<file path="src/design/wsfm_pkg.sv">
package wsfm_pkg;

  localparam logic [1:0] CMD_WRITE = 2'd0;
  localparam logic [1:0] CMD_READ  = 2'd1;
  localparam logic [1:0] CMD_TICK  = 2'd2;

  localparam logic [15:0] ADDR_WAVE_LO = 16'h4040;
  localparam logic [15:0] ADDR_WAVE_HI = 16'h407F;
  localparam logic [15:0] ADDR_VOL_ENV = 16'h4080;
  localparam logic [15:0] ADDR_FREQ_LO = 16'h4082;
  localparam logic [15:0] ADDR_FREQ_HI = 16'h4083;
  localparam logic [15:0] ADDR_GAIN_ENV = 16'h4084;
  localparam logic [15:0] ADDR_MOD_CNT = 16'h4085;
  localparam logic [15:0] ADDR_MOD_FLO = 16'h4086;
  localparam logic [15:0] ADDR_MOD_FHI = 16'h4087;
  localparam logic [15:0] ADDR_MOD_TAB = 16'h4088;
  localparam logic [15:0] ADDR_MASTER = 16'h4089;
  localparam logic [15:0] ADDR_ENV_RATE = 16'h408A;

  localparam logic [11:0] FREQ_MAX = 12'hFFF;

  // Steps of the modulation counter for each table code.
  function automatic logic signed [3:0] mod_step_of(input logic [2:0] code);
    logic signed [3:0] d;
    begin
      unique case (code)
        3'd0: d = 4'sd0;
        3'd1: d = 4'sd1;
        3'd2: d = 4'sd2;
        3'd3: d = 4'sd4;
        3'd4: d = 4'sd0;
        3'd5: d = -4'sd4;
        3'd6: d = -4'sd3;
        default: d = -4'sd1;
      endcase
      return d;
    end
  endfunction

  // Commands from the controller to the datapath.
  typedef struct packed {
    logic load;     // capture the incoming word
    logic step1;    // tick: envelopes, modulator, mod-table read issue
    logic step2;    // tick: counter update, first multiply
    logic step3;    // tick: second multiply
    logic step4;    // tick: phase, wave read issue
    logic finish;   // form the result
  } wsfm_cmd_t;

  typedef struct packed {
    logic is_tick;
  } wsfm_stat_t;

endpackage

</file>
<file path="src/design/wsfm_ram.sv">
module wsfm_ram #(
  parameter int WIDTH = 8,
  parameter int DEPTH = 64
) (
  input  logic                     clk,
  input  logic                     we,
  input  logic [$clog2(DEPTH)-1:0] waddr,
  input  logic [WIDTH-1:0]         wdata,
  input  logic [$clog2(DEPTH)-1:0] raddr,
  output logic [WIDTH-1:0]         rdata
);

  logic [WIDTH-1:0] mem [DEPTH];

  always_ff @(posedge clk) begin
    if (we) begin
      mem[waddr] <= wdata;
    end
    rdata <= mem[raddr];
  end

endmodule

</file>
<file path="src/design/wsfm_ctrl.sv">
module wsfm_ctrl import wsfm_pkg::*; (
  input  logic       clk,
  input  logic       rst_n,
  input  logic       in_tvalid,
  output logic       in_tready,
  output logic       out_tvalid,
  input  logic       out_tready,
  input  wsfm_stat_t stat,
  output wsfm_cmd_t  cmd
);

  typedef enum logic [6:0] {
    S_IDLE = 7'b0000001,
    S_T1   = 7'b0000010,
    S_T2   = 7'b0000100,
    S_T3   = 7'b0001000,
    S_T4   = 7'b0010000,
    S_FIN  = 7'b0100000,
    S_OUT  = 7'b1000000
  } state_t;

  state_t state_r, state_nxt;

  assign in_tready  = (state_r == S_IDLE);
  assign out_tvalid = (state_r == S_OUT);

  always_comb begin
    state_nxt = state_r;
    cmd = '0;
    unique case (state_r)
      S_IDLE: begin
        if (in_tvalid) begin
          cmd.load = 1'b1;
          state_nxt = S_T1;
        end
      end
      S_T1: begin
        if (stat.is_tick) begin
          cmd.step1 = 1'b1;
          state_nxt = S_T2;
        end else begin
          state_nxt = S_FIN;
        end
      end
      S_T2: begin
        cmd.step2 = 1'b1;
        state_nxt = S_T3;
      end
      S_T3: begin
        cmd.step3 = 1'b1;
        state_nxt = S_T4;
      end
      S_T4: begin
        cmd.step4 = 1'b1;
        state_nxt = S_FIN;
      end
      S_FIN: begin
        cmd.finish = 1'b1;
        state_nxt = S_OUT;
      end
      S_OUT: begin
        if (out_tready) begin
          state_nxt = S_IDLE;
        end
      end
      default: state_nxt = S_IDLE;
    endcase
  end

  always_ff @(posedge clk) begin
    if (!rst_n) begin
      state_r <= S_IDLE;
    end else begin
      state_r <= state_nxt;
    end
  end

endmodule

</file>
<file path="src/design/wsfm_dp.sv">
module wsfm_dp import wsfm_pkg::*; (
  input  logic        clk,
  input  logic        rst_n,
  input  logic [31:0] in_tdata,
  input  wsfm_cmd_t   cmd,
  output wsfm_stat_t  stat,
  output logic [23:0] out_tdata
);

  logic [1:0]  c_r;
  logic [15:0] a_r;
  logic [7:0]  d_r;

  logic [21:0] main_phase_r, mod_phase_r;
  logic [6:0]  mod_counter_r;
  logic [11:0] pitch_r, mod_pitch_r;
  logic [5:0]  vol_r, gain_r, vol_spd_r, gain_spd_r;
  logic [10:0] mdiv_r;
  logic [5:0]  vdiv_r, gdiv_r;
  logic [7:0]  env_rate_r;
  logic        vol_dis_r, vol_grow_r, gain_dis_r, gain_grow_r;
  logic        halt_r, env_halt_r, mod_dis_r, wav_wr_r;
  logic [1:0]  atten_r;
  logic        mod_moved_r;
  logic signed [19:0] t1_r;
  logic signed [16:0] t2_r;
  logic [7:0]  rdata_r;
  logic [10:0] level_r;
  logic [5:0]  wave_q, rd_q;
  logic [2:0]  mod_q, mod_code;
  logic [63:0] wave_vld_r, mod_vld_r;
  logic        wave_vq_r, mod_vq_r;

  logic is_wr, in_wave;
  assign is_wr   = (c_r == CMD_WRITE);
  assign in_wave = (a_r >= ADDR_WAVE_LO) && (a_r <= ADDR_WAVE_HI);
  assign stat.is_tick = (c_r == CMD_TICK);

  // Wave table: written by bus, read either by bus or the phase.
  logic        wave_we;
  logic [5:0]  wave_ra;
  logic [21:0] phase_next;
  assign wave_we = cmd.load ? 1'b0 : (is_wr && in_wave && wav_wr_r && stat.is_tick == 1'b0
                   && cmd.step1 == 1'b0 && cmd.finish);
  assign wave_ra = cmd.step4 ? phase_next[21:16] : a_r[5:0];

  wsfm_ram #(.WIDTH(6), .DEPTH(64)) u_wave (
    .clk(clk), .we(wave_we), .waddr(a_r[5:0]), .wdata(d_r[5:0]),
    .raddr(wave_ra), .rdata(wave_q)
  );
  // Entries never written since reset read as zero.
  assign rd_q = wave_vq_r ? wave_q : 6'd0;

  // Modulation table.
  logic       mod_we;
  logic [21:0] mod_ph_adv;
  assign mod_ph_adv = mod_phase_r + {10'd0, mod_pitch_r};
  assign mod_we = cmd.finish && is_wr && (a_r == ADDR_MOD_TAB) && mod_dis_r;
  wsfm_ram #(.WIDTH(3), .DEPTH(64)) u_mod (
    .clk(clk), .we(mod_we), .waddr(mod_phase_r[21:16]), .wdata(d_r[2:0]),
    .raddr(mod_ph_adv[21:16]), .rdata(mod_q)
  );
  assign mod_code = mod_vq_r ? mod_q : 3'd0;

  // Frequency modulation arithmetic.
  logic signed [6:0]  cnt_s;
  logic signed [19:0] t_rnd;
  logic signed [15:0] t_sh;
  logic signed [22:0] prod2;
  logic signed [16:0] t_sh2;
  logic signed [17:0] fsum;
  logic [11:0]        freq;
  assign cnt_s = mod_counter_r;
  assign t_rnd = (t1_r > 0 && t1_r[3:0] != 4'd0) ? t1_r + 20'sd16 : t1_r;
  assign t_sh  = 16'(t_rnd >>> 4);
  assign prod2 = 23'(t_sh) * $signed({17'd0, gain_r});
  assign t_sh2 = 17'(prod2 >>> 6);
  always_comb begin
    fsum = $signed({6'b000000, pitch_r}) + 18'(t2_r);
    if (mod_dis_r || cnt_s == 7'sd0) begin
      freq = pitch_r;
    end else if (fsum < 0) begin
      freq = 12'd0;
    end else if (fsum > $signed({6'b000000, FREQ_MAX})) begin
      freq = FREQ_MAX;
    end else begin
      freq = fsum[11:0];
    end
  end
  assign phase_next = main_phase_r + {10'd0, freq};

  logic signed [7:0] cnt_new;
  assign cnt_new = 8'(cnt_s) + 8'(mod_step_of(mod_code));

  logic [5:0] vol_cap;
  assign vol_cap = (vol_r < 6'd32) ? vol_r : 6'd32;

  logic [11:0] period;
  logic [11:0] md_inc;
  logic [5:0]  vd_inc, gd_inc;
  assign period = ({4'd0, env_rate_r} + 12'd1) << 3;
  assign md_inc = {1'b0, mdiv_r} + 12'd1;
  assign vd_inc = vdiv_r + 6'd1;
  assign gd_inc = gdiv_r + 6'd1;

  always_ff @(posedge clk) begin
    if (!rst_n) begin
      main_phase_r <= '0; mod_phase_r <= '0; mod_counter_r <= '0;
      pitch_r <= '0; mod_pitch_r <= '0; vol_r <= '0; gain_r <= '0;
      vol_spd_r <= '0; gain_spd_r <= '0; mdiv_r <= '0; vdiv_r <= '0; gdiv_r <= '0;
      env_rate_r <= '0; vol_dis_r <= 1'b0; vol_grow_r <= 1'b0; gain_dis_r <= 1'b0;
      gain_grow_r <= 1'b0; halt_r <= 1'b0; env_halt_r <= 1'b0; mod_dis_r <= 1'b0;
      wav_wr_r <= 1'b0; atten_r <= '0; mod_moved_r <= 1'b0;
      rdata_r <= '0; level_r <= '0;
      wave_vld_r <= '0; mod_vld_r <= '0; wave_vq_r <= 1'b0; mod_vq_r <= 1'b0;
    end else begin
      if (wave_we) wave_vld_r[a_r[5:0]] <= 1'b1;
      if (mod_we) mod_vld_r[mod_phase_r[21:16]] <= 1'b1;
      wave_vq_r <= wave_vld_r[wave_ra];
      mod_vq_r  <= mod_vld_r[mod_ph_adv[21:16]];
      if (cmd.load) begin
        c_r <= in_tdata[1:0];
        a_r <= in_tdata[17:2];
        d_r <= in_tdata[25:18];
      end
      if (cmd.step1) begin
        if (!halt_r && !env_halt_r) begin
          if (md_inc >= period) begin
            mdiv_r <= '0;
            if (!vol_dis_r) begin
              if (vd_inc >= vol_spd_r) begin
                vdiv_r <= '0;
                if (vol_grow_r) begin
                  if (vol_r < 6'd32) vol_r <= vol_r + 6'd1;
                end else if (vol_r != 6'd0) begin
                  vol_r <= vol_r - 6'd1;
                end
              end else begin
                vdiv_r <= vd_inc;
              end
            end
            if (!gain_dis_r) begin
              if (gd_inc >= gain_spd_r) begin
                gdiv_r <= '0;
                if (gain_grow_r) begin
                  if (gain_r < 6'd63) gain_r <= gain_r + 6'd1;
                end else if (gain_r != 6'd0) begin
                  gain_r <= gain_r - 6'd1;
                end
              end else begin
                gdiv_r <= gd_inc;
              end
            end
          end else begin
            mdiv_r <= md_inc[10:0];
          end
        end
        mod_moved_r <= 1'b0;
        if (!halt_r && !mod_dis_r && mod_pitch_r != 12'd0) begin
          mod_phase_r <= mod_ph_adv;
          mod_moved_r <= (mod_ph_adv[21:16] != mod_phase_r[21:16]);
        end
      end
      if (cmd.step2) begin
        if (mod_moved_r) begin
          if (mod_code == 3'd4) begin
            mod_counter_r <= '0;
            t1_r <= '0;
          end else begin
            if (cnt_new > 8'sd63) mod_counter_r <= 7'd63;
            else if (cnt_new < -8'sd64) mod_counter_r <= 7'h40;
            else mod_counter_r <= cnt_new[6:0];
            t1_r <= 20'((cnt_new > 8'sd63) ? 8'sd63 : (cnt_new < -8'sd64) ? -8'sd64 : cnt_new)
                    * $signed({8'd0, pitch_r});
          end
        end else begin
          t1_r <= 20'(cnt_s) * $signed({8'd0, pitch_r});
        end
      end
      if (cmd.step3) begin
        t2_r <= t_sh2;
      end
      if (cmd.step4) begin
        if (!wav_wr_r && !halt_r) main_phase_r <= phase_next;
      end
      if (cmd.finish) begin
        rdata_r <= '0;
        level_r <= '0;
        if (c_r == CMD_READ && in_wave) rdata_r <= {2'b00, rd_q};
        if (stat.is_tick && !wav_wr_r && !halt_r) level_r <= 11'(rd_q * vol_cap);
        if (is_wr) begin
          unique case (a_r)
            ADDR_VOL_ENV: begin
              vol_dis_r <= d_r[7]; vol_grow_r <= d_r[6]; vol_spd_r <= d_r[5:0];
              if (d_r[7]) vol_r <= d_r[5:0];
            end
            ADDR_FREQ_LO: pitch_r[7:0] <= d_r;
            ADDR_FREQ_HI: begin
              pitch_r[11:8] <= d_r[3:0]; halt_r <= d_r[7]; env_halt_r <= d_r[6];
              if (d_r[7]) mdiv_r <= '0;
            end
            ADDR_GAIN_ENV: begin
              gain_dis_r <= d_r[7]; gain_grow_r <= d_r[6]; gain_spd_r <= d_r[5:0];
              if (d_r[7]) gain_r <= d_r[5:0];
            end
            ADDR_MOD_CNT: mod_counter_r <= d_r[6:0];
            ADDR_MOD_FLO: mod_pitch_r[7:0] <= d_r;
            ADDR_MOD_FHI: begin
              mod_pitch_r[11:8] <= d_r[3:0]; mod_dis_r <= d_r[7];
              if (d_r[7]) mod_phase_r <= '0;
            end
            ADDR_MOD_TAB: begin
              if (mod_dis_r) mod_phase_r <= mod_phase_r + 22'h10000;
            end
            ADDR_MASTER: begin
              wav_wr_r <= d_r[7]; atten_r <= d_r[1:0];
            end
            ADDR_ENV_RATE: begin
              env_rate_r <= d_r; mdiv_r <= '0;
            end
            default: ;
          endcase
        end
      end
    end
  end

  // rdata, audio_level, master_atten from the lowest bit up.
  assign out_tdata = {3'd0, atten_r, level_r, rdata_r};

endmodule

</file>
<file path="src/design/wavetable_synth_with_fm_top.sv">
// Wavetable sound channel with frequency modulation.
// The input stream carries one word per bus operation: a register write,
// a wave-table read or one audio clock tick, selected by the cmd field.
// Every input word yields exactly one output word holding the read data,
// the audio level (wave sample times volume capped at 32, zero when the
// channel is halted or in wave-write mode) and the master attenuation index.
// A tick passes from acceptance to the earliest hand-over of its result
// through the envelope and modulator step with a modulation-table read, the
// counter update and first multiply, the gain multiply, the phase update
// with a wave-table read, and the result register. Writes and reads skip
// the tick steps; the dependent multiply chain makes the tick the longer path.
// One word is in flight at a time; the next can be accepted in the cycle
// after the result is taken. The result waits in its output register while
// the receiver stalls, and no new word is taken until it has been delivered.
// After synchronous reset all registers but the captured word and the
// multiply products are cleared, and both tables read as zero until an
// entry is written, tracked by a valid bit per entry.
module wavetable_synth_with_fm_top import wsfm_pkg::*; (
  input  logic        clk,
  input  logic        rst_n,
  input  logic        in_tvalid,
  output logic        in_tready,
  input  logic [31:0] in_tdata,   // cmd[1:0], addr[17:2], wdata[25:18]
  output logic        out_tvalid,
  input  logic        out_tready,
  output logic [23:0] out_tdata   // rdata[7:0], audio_level[18:8], master_atten[20:19]
);

  wsfm_cmd_t  cmd;
  wsfm_stat_t stat;

  wsfm_ctrl u_ctrl (
    .clk(clk), .rst_n(rst_n), .in_tvalid(in_tvalid), .in_tready(in_tready),
    .out_tvalid(out_tvalid), .out_tready(out_tready), .stat(stat), .cmd(cmd)
  );

  wsfm_dp u_dp (
    .clk(clk), .rst_n(rst_n), .in_tdata(in_tdata), .cmd(cmd),
    .stat(stat), .out_tdata(out_tdata)
  );

  // No word is taken while a result is pending.
  a_no_overlap: assert property (@(posedge clk) disable iff (!rst_n)
    out_tvalid |-> !in_tready) else $error("input taken with result pending");

  // A result stays offered until it is taken.
  a_hold: assert property (@(posedge clk) disable iff (!rst_n)
    out_tvalid && !out_tready |=> out_tvalid) else $error("result dropped");

  // An accepted word starts the controller, which closes the input until
  // its result has been taken.
  a_latency: assert property (@(posedge clk) disable iff (!rst_n)
    in_tvalid && in_tready |=> !in_tready) else $error("controller did not start");

endmodule

</file>
<file path="config.mk">
export PLATFORM = sky130hd
export DESIGN_NAME = wavetable_synth_with_fm_top
export DESIGN_NICKNAME = d
export VERILOG_FILES = /design/src/design/wsfm_pkg.sv /design/src/design/wsfm_ram.sv /design/src/design/wsfm_ctrl.sv /design/src/design/wsfm_dp.sv /design/src/design/wavetable_synth_with_fm_top.sv
export SDC_FILE = /design/constraint.sdc
export NUM_CORES = 2
export LEC_CHECK = 0
export ABC_AREA = 1
export BUFFER_PORTS_ARGS = -buffer_cell sky130_fd_sc_hd__buf_2
export CAP_MARGIN = 20
export CELL_PAD_IN_SITES_DETAIL_PLACEMENT = 0
export CELL_PAD_IN_SITES_GLOBAL_PLACEMENT = 2
export CORE_MARGIN = 2
export CORE_UTILIZATION = 37
export CTS_CLUSTER_SIZE = 20
export DETAILED_ROUTE_END_ITERATION = 8
export GPL_TIMING_DRIVEN = 1
export PLACE_DENSITY = 0.87
export SKIP_CTS_REPAIR_TIMING = 1
export SLEW_MARGIN = 25
export SYNTH_ARGS = -nofsm -noshare
export SYNTH_HDL_FRONTEND = slang
export SYNTH_HIERARCHICAL = 1
export SYNTH_SLANG_ARGS = --single-unit
</file>
<file path="constraint.sdc">
create_clock -name clk -period 6.75 [get_ports clk]
set_input_delay 1.0125 -clock clk [delete_from_list [all_inputs] [get_ports clk]]
set_output_delay 1.0125 -clock clk [all_outputs]
set_load 0.02 [all_outputs]
</file>
==> results <==
- Setup repair after global routing could not meet its margin everywhere.
- The hold violation count in the final report came to 0.
- The combined buffer and inverter count along the critical path is 7.
- The residual antenna-violating net count after detailed routing is 0.
- The area share of and/or/nand/nor cells after synthesis is a little under a quarter.
- The overall power of the completed layout is between 10 and 15 mW.
- Entering global routing, the biggest net connects ~130 pins.
- The region available for standard cell placement spans roughly 0.15 mm^2.
- The count of state elements after synthesis is 943.
- From bottom edge to top edge, the die measures between 300 and 400 um.
- The global-route usage over all layers is around a fifth.
- The maximum clock frequency is approximately 0.14 GHz.
- Of all nets on the critical path, the largest fanout is 4.
- The synthesized design spends more area on one cell type than any other, namely sky130_fd_sc_hd__edfxtp_1.
- The worst hold path belongs to the class flip-flop to flip-flop.
- The nature of the critical path endpoint is a flip-flop.
- The first global-routing pass estimated 236900 um of wire.
- The initial antenna violation count came to 4.
- From synthesis to final layout, the design area changed by 12.48%.
- In this run the number of cells on the critical path is 41.
- STA puts the critical path data arrival time at about 7500 ps.
- The initial core utilization is 37.32%.
- The number of different library cells used by synthesis comes to 60.
- The checks that failed: negative setup slack.
- In this run the worst setup path begins at u_dp/mod_vq_r.
- Clock-pin slew was measured on the worst setup and hold paths at ~60 ps.
- The number of endpoints failing setup at the final stage is 7.
- The clock reaches the later pin of the worst-skew pair after 740 ps.
- The deepest level of the CTS H-tree is 3.
- The count of pins on the block boundary is 62.
- The leakage power summed over all cells is 25.62 nW.
- The number of buffers added on ports is 50.
- The detailed-router iteration count before antenna repair is 6.
- Counting every instance in the synthesized netlist gives 6144.
- The fraction of layout cells with a size suffix above 1 is about a tenth.
- The wire-length estimate of the detail-placed layout is just over 100000 um.
- The setup slack of the worst register-to-register path is -250 ps.
- Yosys mapped a number of flops with a built-in enable equal to 639.
- The cell chosen for the clock root is sky130_fd_sc_hd__clkbuf_16.
- The delay of the slowest cell on the worst path is 550 ps.
- The fraction of synthesis flops using an asynchronous set or reset pin is 0%.
- The routability congestion estimate is ~0.84.
- The number of global-route vias before repair was between 40000 and 50000.
- The die covers around 0.15 mm^2.
- The setup clock skew after layout is roughly 50 ps.
- The final number of max-transition violations is 0.
- Of the available clock period, the critical path in the final layout requires 103.8%.
- TritonCTS built the clock tree.
- For the worst setup path, the data required time is 7210 ps.
- After layout, the minimum clock period comes to roughly 7000 ps.
- The width of the chip is slightly below 400 um.
- Clock tree synthesis inserted a total of 105 buffers.
- The fraction of the yosys area taken by sequential cells is a little under half.
- The portion of synthesized cell area occupied by the leading cell type is 35.23%.
- By area, the combinational part of the netlist is dominated by simple AND/OR/NAND/NOR gates.
- The worst-case headroom to the max-slew limit is a little under 30%.
- The share of synthesized cell area in full adder, half adder and majority cells is between 10% and 20%.
- For the worst flop-to-flop path, the logic depth is slightly above 40.
- The power density over cell area is 204.8 mW/mm^2.
- Measured against the total synthesized area, the mux share comes to 0%.
- On the critical path the largest part of the delay comes from adder cells.
- The placed instance area is 0.05737 mm^2.
- The slew of the pin with the lowest slew margin is about 1000 ps.
- The number of warnings issued by yosys is 6.
- After Yosys synthesis, XOR and XNOR cells account for approximately 1.9% of the synthesized area.
- The count of nets after finishing is about 6800.
- The violation count after the first detailed-routing iteration is ~3300.
- The flow ran to the end, but the final reports show violations.
- The worst-case clock buffer depth is 3.
- The final layout contains routed wiring with a total length of around 150000 um.
- The sequential cells in the finished layout cover a total of 0.02528 mm^2.
- After detailed routing, the average wire length per cell comes to ~18 um.
- The global route total overflow is 0.
- Following the worst setup path forward leads to its endpoint at u_dp/t1_r[18].
- The count of fill cells added during filler insertion is roughly 14000.
- The floorplan row count is 140.
- By area the synthesized netlist is led by sky130_fd_sc_hd__edfxtp_1, sky130_fd_sc_hd__dfxtp_1, sky130_fd_sc_hd__nand2_1.
- Counting stages on the worst path, the most repeated cell is sky130_fd_sc_hd__nand2_2.
- The average instance area after synthesis is 8.864 um^2.
- In this run the critical register-to-register path is launched from u_dp/mod_vq_r.
- The complex-gate fraction of the synthesized area is under 10%.
- The number of maximum-capacitance violations is 0.
- The slowest stage of the critical path is the sky130_fd_sc_hd__fa_1 cell.
- The hold slack is approximately 450 ps.
- In the routed layout, each cell is associated on average with a via count of roughly 5.1.
- The kind of start point of the critical path is a flip-flop.
- Summing all non-filler instances in the final layout gives an area of between 0.06 and 0.07 mm^2.
- Summed over all failing endpoints, the final setup total negative slack is -912.2 ps.
- The total number of clock tree sinks is 943.
- The via count is roughly 42000.
- The terminus of the critical flop-to-flop path is u_dp/t1_r[18].
- The end-of-flow core utilization is between 40% and 50%.
- The post-synthesis instance area is around 0.054 mm^2.
- The post-route worst setup slack is -254.6 ps.
- Summing all multi-input logic gate instances after layout gives ~0.026 mm^2.
- After detailed routing, the number of remaining DRC violations is 0.
- The maximum VDD drop is ~250 uV.
- The critical path in this run is classified as flip-flop to flip-flop.
- In the synthesized netlist the dominant register cell turns out to be sky130_fd_sc_hd__edfxtp_1.
==> worst min-delay path, cell delays in order (launching register included) <==
cell and delay [ps]:
sky130_fd_sc_hd__dfxtp_1 310, sky130_fd_sc_hd__inv_1 50, sky130_fd_sc_hd__a21oi_1 50
==> power by group <==
group          total (mW)  leakage, nW  internal [mW]  switching [mW]
clock                5.78         1.72           3.36            2.42
combinational       0.555         15.7          0.123           0.431
sequential           6.21         8.21           6.19          0.0196
total                12.5         25.6           9.67            2.87
==> routing by layer <==
metal  wire, um  part of all wire [%]  global-route usage, %  vias to the layer above
li1           -                     -                      -                    20578
met1      68140                    45                  27.20                    20268
met3       8373                   5.5                  2.919                      215
met4       3893                   2.6                  6.058                        0
met2      70650                    47                  32.52                     1016
met5          0                     0                      0                        -
==> cells in the final DEF, fill, tap and decap left out, drive strengths merged, types with 4 or more instances in the layout <==
cell type,Yosys,final
nand2,1456,1456
nand3,769,769
inv,722,723
edfxtp,639,639
nor2,585,585
a21oi,312,312
dfxtp,304,304
ha,240,240
buf,153,232
fa,231,231
o21ai,169,169
clkbuf,91,142
xor2,88,88
nor3,84,84
clkinv,12,54
a31oi,49,49
o211ai,36,36
nand4,32,32
xnor2,30,30
a211oi,24,24
nor4,22,22
or2,16,16
a22oi,12,12
o22ai,11,11
bufinv,0,8
nand3b,7,7
o21bai,6,6
a221oi,6,6
o2111ai,6,6
and3,5,5
conb,1,5
o21a,4,4
a21o,4,4
o31ai,4,4
a22o,4,4
o221ai,4,4
==> cells in the mapped netlist (30+ instances only) <==
library cell / count
sky130_fd_sc_hd__a21oi_1: 310
sky130_fd_sc_hd__a31oi_1: 49
sky130_fd_sc_hd__buf_2: 84
sky130_fd_sc_hd__buf_4: 36
sky130_fd_sc_hd__clkbuf_1: 91
sky130_fd_sc_hd__dfxtp_1: 304
sky130_fd_sc_hd__edfxtp_1: 639
sky130_fd_sc_hd__fa_1: 231
sky130_fd_sc_hd__ha_1: 240
sky130_fd_sc_hd__inv_1: 703
sky130_fd_sc_hd__nand2_1: 1436
sky130_fd_sc_hd__nand3_1: 764
sky130_fd_sc_hd__nand4_1: 32
sky130_fd_sc_hd__nor2_1: 571
sky130_fd_sc_hd__nor3_1: 74
sky130_fd_sc_hd__o211ai_1: 35
sky130_fd_sc_hd__o21ai_0: 154
sky130_fd_sc_hd__xnor2_1: 30
sky130_fd_sc_hd__xor2_1: 87
==> area by class of cell <==
| class | count | share of cell area, % |
|---|---|---|
| Inverter | 734 | 4.538 |
| Clock buffer | 142 | 4.769 |
| Multi-Input combinational cell | 4227 | 41.69 |
| Antenna cell | 2 | 0.008170 |
| Sequential cell | 943 | 41.26 |
| Tap cell | 1917 | 3.915 |
| Clock inverter | 54 | 0.9845 |
| Timing Repair Buffer | 232 | 2.827 |
==> cell families after synthesis <==
group	Yosys count
other	1
xor gates and xnor gates	118
AOI/OAI and AO/OA	656
DFF	943
buffers and inverters	978
adders and majority gates	471
and+or+nand+nor	2977
==> metrics by stage <==
stage | setup WS (ps) | instances
4_1_cts | -468.9 | 8242
5_1_grt | -675.4 | 8249
3_5_place_dp | -414.4 | 8046
3_3_place_gp | -448.0 | 8046
6_report | -254.6 | 8251
2_1_floorplan | 3.410 | 6148
==> flip-flops by register name (all words and copies together), names as in the netlist, 7 cells and up <==
name and flops:
u_ctrl/state_r 7, u_dp/a_r 16, u_dp/cnt_s 7, u_dp/d_r 8, u_dp/env_rate_r 8, u_dp/level_r 11, u_dp/main_phase_r 22, u_dp/mdiv_r 11
u_dp/mod_phase_r 22, u_dp/mod_pitch_r 12, u_dp/mod_vld_r 64, u_dp/pitch_r 12, u_dp/t1_r 20, u_dp/t2_r 17, u_dp/u_mod/mem 192, u_dp/u_wave/mem 384
u_dp/wave_vld_r 64
==> worst min-delay path by stage <==
stage	end	depth (start not counted)	startpoint	slack [ps]
finish	u_dp/mod_vld_r[16]	2	u_dp/mod_vld_r[16]	450
global route	u_dp/a_r[10]	1	in_tdata[12]	440
CTS	u_dp/a_r[10]	1	in_tdata[12]	420
detailed placement	u_dp/mod_vld_r[28]	2	u_dp/mod_vld_r[28]	440
global placement	u_dp/mod_vld_r[28]	2	u_dp/mod_vld_r[28]	440
floorplan	u_dp/mod_vld_r[0]	2	u_dp/mod_vld_r[0]	430
No activity file was read; power rests on OpenSTA's default activity.
